**config.mk**
```make
export PLATFORM = sky130hd
export DESIGN_NAME = circular_double_ended_queue
export DESIGN_NICKNAME = d
export VERILOG_FILES = /design/src/hdl/cdeq_pkg.sv /design/src/hdl/cdeq_ram.sv /design/src/hdl/cdeq_ctrl.sv /design/src/hdl/cdeq_dpath.sv /design/src/hdl/circular_double_ended_queue.sv
export VERILOG_INCLUDE_DIRS = /design/src /design/src/hdl
export SDC_FILE = /design/constraint.sdc
export NUM_CORES = 1
export LEC_CHECK = 0
export BUFFER_PORTS_ARGS = -buffer_cell sky130_fd_sc_hd__buf_2
export CORE_AREA = 2 2 308 158
export CTS_BUF_LIST = sky130_fd_sc_hd__clkbuf_2
export DETAILED_ROUTE_END_ITERATION = 10
export DIE_AREA = 0 0 310 160
export PLACE_DENSITY = 0.66
export SETUP_SLACK_MARGIN = 0.3
export SLEW_MARGIN = 20
export SYNTH_ARGS = -nofsm -noshare
export SYNTH_HDL_FRONTEND = slang
export SYNTH_SLANG_ARGS = --single-unit
```
**constraint.sdc**
```tcl
create_clock -name clk -period 11 [get_ports clk]
set_clock_uncertainty 0.15 [all_clocks]
set_input_delay 1.1 -clock clk [delete_from_list [all_inputs] [get_ports clk]]
set_output_delay 1.1 -clock clk [all_outputs]
set_load 0.1 [all_outputs]
```
**src/hdl/circular_double_ended_queue_macros.svh**
```systemverilog
// Assertion macros for the circular double-ended queue.
`ifndef CIRCULAR_DOUBLE_ENDED_QUEUE_MACROS_SVH
`define CIRCULAR_DOUBLE_ENDED_QUEUE_MACROS_SVH

// Same-cycle implication, checked outside reset.
`define CDEQ_ASSERT_NOW(label, clk, rst_n, ante, cons) \
	label: assert property (@(posedge clk) disable iff (!rst_n) (ante) |-> (cons)) \
		else $error("deque check failed");

// Next-cycle implication, checked outside reset.
`define CDEQ_ASSERT_NEXT(label, clk, rst_n, ante, cons) \
	label: assert property (@(posedge clk) disable iff (!rst_n) (ante) |=> (cons)) \
		else $error("deque check failed");

`endif

```
**src/hdl/cdeq_pkg.sv**
```systemverilog
// Shared types and codes for the circular double-ended queue.
`timescale 1ns / 1ps
package cdeq_pkg;

	localparam int DATA_W = 32;

	// Operation codes on func
	localparam logic [1:0] FN_PUSH_FRONT = 2'd0;
	localparam logic [1:0] FN_PUSH_REAR  = 2'd1;
	localparam logic [1:0] FN_POP_FRONT  = 2'd2;
	localparam logic [1:0] FN_POP_REAR   = 2'd3;

	// Status codes
	localparam logic [1:0] ST_DONE      = 2'd0;
	localparam logic [1:0] ST_FULL      = 2'd1;
	localparam logic [1:0] ST_EMPTY     = 2'd2;

	typedef enum logic [1:0] {
		S_IDLE = 2'b01,
		S_RESP = 2'b10
	} state_t;

	// Commands from controller to datapath
	typedef struct packed {
		logic exec;
		logic load;
	} cmd_t;

endpackage

```
**src/hdl/cdeq_ram.sv**
```systemverilog
// Generic single-write, single-read RAM with registered read data.
`timescale 1ns / 1ps
module cdeq_ram #(
	parameter int WIDTH = 32,
	parameter int DEPTH = 16
) (
	input  logic                     clk,
	input  logic                     we,
	input  logic [$clog2(DEPTH)-1:0] waddr,
	input  logic [WIDTH-1:0]         wdata,
	input  logic                     re,
	input  logic [$clog2(DEPTH)-1:0] raddr,
	output logic [WIDTH-1:0]         rdata
);

	logic [WIDTH-1:0] mem_q [DEPTH];

	always_ff @(posedge clk) begin
		if (we) begin
			mem_q[waddr] <= wdata;
		end
		if (re) begin
			rdata <= mem_q[raddr];
		end
	end

endmodule

```
**src/hdl/cdeq_ctrl.sv**
```systemverilog
// Controller state machine for the circular double-ended queue.
`timescale 1ns / 1ps
module cdeq_ctrl (
	input  logic           clk,
	input  logic           arst_n,
	input  logic           in_valid,
	output logic           in_ready,
	output logic           out_valid,
	input  logic           out_ready,
	output cdeq_pkg::cmd_t cmd
);

	cdeq_pkg::state_t state_q, state_d;
	logic             out_valid_q;

	assign in_ready  = (state_q == cdeq_pkg::S_IDLE);
	assign out_valid = out_valid_q;

	always_comb begin
		cmd      = '0;
		state_d  = state_q;
		case (state_q)
			cdeq_pkg::S_IDLE: begin
				cmd.exec = in_valid;
				if (in_valid) begin
					state_d = cdeq_pkg::S_RESP;
				end
			end
			cdeq_pkg::S_RESP: begin
				// hold until the output register is free
				cmd.load = !out_valid_q || out_ready;
				if (cmd.load) begin
					state_d = cdeq_pkg::S_IDLE;
				end
			end
			default: begin
				state_d = cdeq_pkg::S_IDLE;
			end
		endcase
	end

	always_ff @(posedge clk or negedge arst_n) begin
		if (!arst_n) begin
			state_q     <= cdeq_pkg::S_IDLE;
			out_valid_q <= 1'b0;
		end else begin
			state_q <= state_d;
			if (cmd.load) begin
				out_valid_q <= 1'b1;
			end else if (out_ready) begin
				out_valid_q <= 1'b0;
			end
		end
	end

endmodule

```
**src/hdl/cdeq_dpath.sv**
```systemverilog
// Datapath: indices, empty flag, entry store and output register.
`timescale 1ns / 1ps
module cdeq_dpath #(
	parameter int DEPTH = 16
) (
	input  logic                               clk,
	input  logic                               arst_n,
	input  cdeq_pkg::cmd_t                     cmd,
	input  logic [1:0]                         func,
	input  logic signed [cdeq_pkg::DATA_W-1:0] push_data,
	output logic signed [cdeq_pkg::DATA_W-1:0] pop_data,
	output logic [1:0]                         status,
	output logic                               now_empty,
	output logic                               now_full
);

	localparam int AW = $clog2(DEPTH);
	localparam logic [AW-1:0] LAST = AW'(DEPTH - 1);

	logic [AW-1:0] head_q, tail_q, head_d, tail_d;
	logic          empty_q, empty_d;
	logic [1:0]    status_q, status_d;
	logic          pop_ok_q;
	logic          full;
	logic          is_push;
	logic          we, re;
	logic [AW-1:0] waddr, raddr;
	logic [cdeq_pkg::DATA_W-1:0] rdata;
	logic [cdeq_pkg::DATA_W-1:0] res_data;

	logic signed [cdeq_pkg::DATA_W-1:0] pop_data_q;
	logic [1:0]                         out_status_q;
	logic                               now_empty_q, now_full_q;

	function automatic logic [AW-1:0] step_up(input logic [AW-1:0] i);
		return (i == LAST) ? '0 : i + 1'b1;
	endfunction

	function automatic logic [AW-1:0] step_down(input logic [AW-1:0] i);
		return (i == '0) ? LAST : i - 1'b1;
	endfunction

	assign full    = !empty_q && (step_up(tail_q) == head_q);
	assign is_push = (func == cdeq_pkg::FN_PUSH_FRONT) || (func == cdeq_pkg::FN_PUSH_REAR);

	always_comb begin
		head_d   = head_q;
		tail_d   = tail_q;
		empty_d  = empty_q;
		status_d = cdeq_pkg::ST_DONE;
		we       = 1'b0;
		re       = 1'b0;
		waddr    = '0;
		raddr    = (func == cdeq_pkg::FN_POP_FRONT) ? head_q : tail_q;
		if (cmd.exec) begin
			if (is_push) begin
				if (full) begin
					status_d = cdeq_pkg::ST_FULL;
				end else if (empty_q) begin
					// first entry always lands in slot zero
					head_d  = '0;
					tail_d  = '0;
					empty_d = 1'b0;
					we      = 1'b1;
				end else if (func == cdeq_pkg::FN_PUSH_FRONT) begin
					head_d = step_down(head_q);
					waddr  = head_d;
					we     = 1'b1;
				end else begin
					tail_d = step_up(tail_q);
					waddr  = tail_d;
					we     = 1'b1;
				end
			end else begin
				if (empty_q) begin
					status_d = cdeq_pkg::ST_EMPTY;
				end else begin
					re = 1'b1;
					if (head_q == tail_q) begin
						// last entry out: back to the empty layout
						empty_d = 1'b1;
						head_d  = '0;
						tail_d  = '0;
					end else if (func == cdeq_pkg::FN_POP_FRONT) begin
						head_d = step_up(head_q);
					end else begin
						tail_d = step_down(tail_q);
					end
				end
			end
		end
	end

	cdeq_ram #(
		.WIDTH(cdeq_pkg::DATA_W),
		.DEPTH(DEPTH)
	) u_ram (
		.clk  (clk),
		.we   (we),
		.waddr(waddr),
		.wdata(push_data),
		.re   (re),
		.raddr(raddr),
		.rdata(rdata)
	);

	always_ff @(posedge clk or negedge arst_n) begin
		if (!arst_n) begin
			head_q  <= '0;
			tail_q  <= '0;
			empty_q <= 1'b1;
		end else begin
			head_q  <= head_d;
			tail_q  <= tail_d;
			empty_q <= empty_d;
		end
	end

	// per-item result held between exec and load
	always_ff @(posedge clk) begin
		if (cmd.exec) begin
			status_q <= status_d;
			pop_ok_q <= re;
		end
	end

	always_comb begin
		if (pop_ok_q) begin
			res_data = rdata;
		end else if (status_q == cdeq_pkg::ST_EMPTY) begin
			res_data = '1;
		end else begin
			res_data = '0;
		end
	end

	always_ff @(posedge clk) begin
		if (cmd.load) begin
			pop_data_q   <= res_data;
			out_status_q <= status_q;
			now_empty_q  <= empty_q;
			now_full_q   <= full;
		end
	end

	assign pop_data  = pop_data_q;
	assign status    = out_status_q;
	assign now_empty = now_empty_q;
	assign now_full  = now_full_q;

endmodule

```
**src/hdl/circular_double_ended_queue.sv**
```systemverilog
// An accepted word has its result registered at the store's read port and in the status register,
// then in the output register once that is free; no new word is taken until that load is done.
// The output register lets the next word in while a result waits to be taken.
// Reset (arst_n low) empties the queue at once; stored words are not cleared.
`timescale 1ns / 1ps
`include "circular_double_ended_queue_macros.svh"
module circular_double_ended_queue #(
	parameter int DEPTH = 16
) (
	input  logic                               clk,
	input  logic                               arst_n,
	input  logic                               in_valid,
	output logic                               in_ready,
	input  logic [1:0]                         func,
	input  logic signed [cdeq_pkg::DATA_W-1:0] push_data,
	output logic                               out_valid,
	input  logic                               out_ready,
	output logic signed [cdeq_pkg::DATA_W-1:0] pop_data,
	output logic [1:0]                         status,
	output logic                               now_empty,
	output logic                               now_full
);

	cdeq_pkg::cmd_t cmd;

	cdeq_ctrl u_ctrl (
		.clk      (clk),
		.arst_n   (arst_n),
		.in_valid (in_valid),
		.in_ready (in_ready),
		.out_valid(out_valid),
		.out_ready(out_ready),
		.cmd      (cmd)
	);

	cdeq_dpath #(
		.DEPTH(DEPTH)
	) u_dpath (
		.clk      (clk),
		.arst_n   (arst_n),
		.cmd      (cmd),
		.func     (func),
		.push_data(push_data),
		.pop_data (pop_data),
		.status   (status),
		.now_empty(now_empty),
		.now_full (now_full)
	);

	`CDEQ_ASSERT_NEXT(a_busy_after_accept, clk, arst_n, in_valid && in_ready, !in_ready)
	`CDEQ_ASSERT_NOW(a_refused_pop_ones, clk, arst_n,
		out_valid && status == cdeq_pkg::ST_EMPTY, pop_data == '1 && now_empty)
	`CDEQ_ASSERT_NOW(a_refused_push_full, clk, arst_n,
		out_valid && status == cdeq_pkg::ST_FULL, now_full && !now_empty && pop_data == '0)

endmodule
```
==> key figures <==
Setup path
  • Crit start category: flip-flop
  • Worst path slowest cell: nor3_2
  • Delay-heaviest family, CP: simple AND/OR/NAND/NOR gates
  • CP Buf/Inv Count: 1
  • Critical-path cell list: ha_1 -> a21oi_1 -> o22ai_2 -> xor2_1 -> nand4b_1 -> nand2_1 -> nor3_2 -> buf_4
  • WP data arrival: 4.47 ns
  • CP Max Fanout: 23
  • Crit end category: flip-flop
  • CP Class: flip-flop to flip-flop
  • Worst EP required: 11.57 ns
  • Largest stage delay on the critical path: 0.87 ns

Floorplanning
  • Die width: around 310 um
  • Starting Density: 48.9%
  • Core Rows: 57
  • Core Box Area: roughly 47000 um^2
  • DIE HEIGHT: 160 um
  • Die ar.: 49600 um^2
  • Num ports: 76

Worst hold path
  • Hold crit path type: primary input to flip-flop

Run
  • Max-Cap Viols: 0

Clock tree
  • # hold bufs at CTS: 1
  • Max clock buf depth: 3
  • CTS tree: yes
  • Worst-skew pair later-pin latency: 1.10 ns
  • H-tree depth: 3
  • Clock root cell: clkbuf_2
  • CTS buffer count: roughly 120
  • Post-CTS setup buffers: 0
  • Resized Gates After CTS: 0
  • Clock Sink Count: around 600
  • Worst-path clk slew: 0.13 ns

Pwr
  • Leakage: 8.75 nW
  • Tot Pwr: 5.69 mW
  • Worst IR drop on VDD: 0.170 mV
  • PD cells: 224 nW/um^2

Logic synthesis
  • Mapped cell area: 23200 um^2
  • Post-Synthesis Net Count: approximately 1.5k
  • Async S/R FF share, synth: 2.02%
  • Syn Area/Cell: 16.5 um^2
  • Area contributors post-synth: edfxtp_1 76%, mux4_2 6.2%, nand2_1 4.3%
  • Post-synth top area share: 75.6%
  • Syn. warnings: 0
  • Top-count cell post-synth: edfxtp_1
  • Yosys reg bits: 595
  • Synth Flop Type: edfxtp_1
  • EDFF count, synth: 583
  • Register area share after synthesis: 76.9%
  • Top cells by count, synth: 583 x edfxtp_1, 266 x nand2_1, 134 x nand3_1
  • Area leader, netlist: edfxtp_1
  • Post-synthesis cell type count: 61
  • Synth Instances: approximately 1.4k

GRT
  • Initial antenna violation count: 4
  • Vias in the first global route: 12.7k
  • Overflow after GRT: 0
  • GRT Total Usage: between 20% and 30%
  • Largest net degree at the start of global routing: 142
  • First-pass GRT wire length: 82800 um

Routing
  • Top sig layer: met5
  • Drt total wl: 56600 um
  • WL/cell: 24.6 um
  • Drt first-iter violations: 1852
  • Post-route ant nets: 0
  • DR vias/cell: 5.76
  • DRC: 0
  • Met3 WL: 5830 um
  • TritonRoute pass-1 iters: 5
  • Vias: 13.2k
  • WL met2: 24400 um
  • M1 wire length: 25700 um

Timing
  • Max Transition Viols Final: 0
  • Worst slew pin tran: 1.16 ns
  • Slew HR: 22.4%
  • Final hold violations: 0
  • Fmax: ~260 MHz
  • Setup violators final: 0
  • Final Critical Period: approximately 3.9 ns
  • Period utilization: 35.5%
  • RSZ-0062 raised after global routing: no
  • Setup TNS: 0 ns

Placement
  • Dpl hpwl: 27900 um
  • RePlAce Congestion: 0.875
  • Cell count after placement: 2084
  • # port buffers: 75

Cells and area
  • Post-route insts no fill: roughly 2.3k
  • Area Growth Syn to Fin: 9.80%
  • Layout cells sized above 1: 24.3%
  • Post-layout util: 53.7%
  • Final nets: 1601

Run status
  • Status: finished clean
## registers in the layout, indices dropped and copies added (netlist names)
register,cells
u_dpath.pop_data,32
u_dpath.pop_ok_q,1
u_dpath.u_ram.mem_q,512
u_dpath.now_full,1
u_ctrl.state_q,2
u_dpath.now_empty,1
u_dpath.status_q,2
u_dpath.empty_q,1
u_ctrl.out_valid,1
u_dpath.status,2
u_dpath.u_ram.rdata,32
u_dpath.head_q,4
u_dpath.tail_q,4
## cells in the final DEF, fill, tap and decap left out, types with 32 or more instances in the layout
master,synthesis,routed
o21ai_1,36,33
buf_2,21,75
clkbuf_2,0,170
edfxtp_1,583,583
a22oi_1,32,32
a21o_1,33,32
mux4_2,64,64
buf_4,15,36
nand2_1,266,266
nand4_1,32,32
nand3_1,134,134
## report_power, final
group	total, mW	internal, mW	switching (mW)
Clock	1.28	0.462	0.820
Combinational	1.65	0.555	1.10
Sequential	2.75	2.66	0.0891
Total	5.69	3.68	2.01
## layer usage
layer  vias up  track usage, %
met5         -               0
met1      6709            36.1
met3        68            6.34
met4         2            5.62
met2       675            32.1
li1       5786               -
## layout make-up
| cell class | count | area, um^2 |
|---|---|---|
| antenna | 4 | 10.0 |
| clock buffer | 170 | 851 |
| clock inverter | 38 | 205 |
| fill | 3899 | 21900 |
| inverter | 10 | 37.5 |
| multi-input combinational | 718 | 5040 |
| sequential | 595 | 17800 |
| tap | 649 | 812 |
| timing repair buffer | 113 | 676 |
## cells by family after synthesis
kind of cell,count (synthesis),share of synthesized area (%)
flip-flops,595,76.9
multiplexers,71,6.54
buffers and inverters,95,2.20
AND/OR/NAND/NOR,494,9.62
AO/OA/AOI/OAI,139,4.14
XOR/XNOR,10,0.410
adder cells (fa/ha/maj),4,0.216
## worst reg2reg max path: stages (launching register included)
cell and delay, ns:
dfrtp_1 0.64, ha_1 0.33, a21oi_1 0.08, o22ai_2 0.26, xor2_1 0.13, nand4b_1 0.16
nand2_1 0.30, nor3_2 0.87, buf_4 0.58
## worst paths after layout
| check | start | end | slack (ns) | cells after the start |
|---|---|---|---|---|
| min in group asynchronous | arst_n | u_dpath.head_q[1] | 0.24 | 2 |
| worst max register to register | u_dpath.tail_q[0] | u_dpath.u_ram.mem_q[10][16] | 7.09 | 8 |
| worst max-delay path | u_dpath.tail_q[0] | u_dpath.u_ram.mem_q[10][16] | 7.09 | 8 |
| worst min-delay path | push_data[13] | u_dpath.u_ram.mem_q[11][13] | 0.16 | 1 |
| max in group asynchronous | arst_n | u_ctrl.state_q[0] | 10.10 | 2 |
| worst min register to register | u_dpath.status_q[1] | u_dpath.status[1] | 0.33 | 0 |
## through the flow
step / hold WS (ns) / setup WS (ns) / area (um^2)
2_1_floorplan: 0.268 / 5.44 / 23200
3_3_place_gp: 0.283 / 6.49 / 24400
3_5_place_dp: 0.308 / 6.43 / 24400
4_1_cts: 0.0270 / 7.05 / 25400
5_1_grt: 0.0302 / 6.84 / 25400
6_report: 0.162 / 7.09 / 25400
Note: power is estimated with default switching activity, not from simulation.
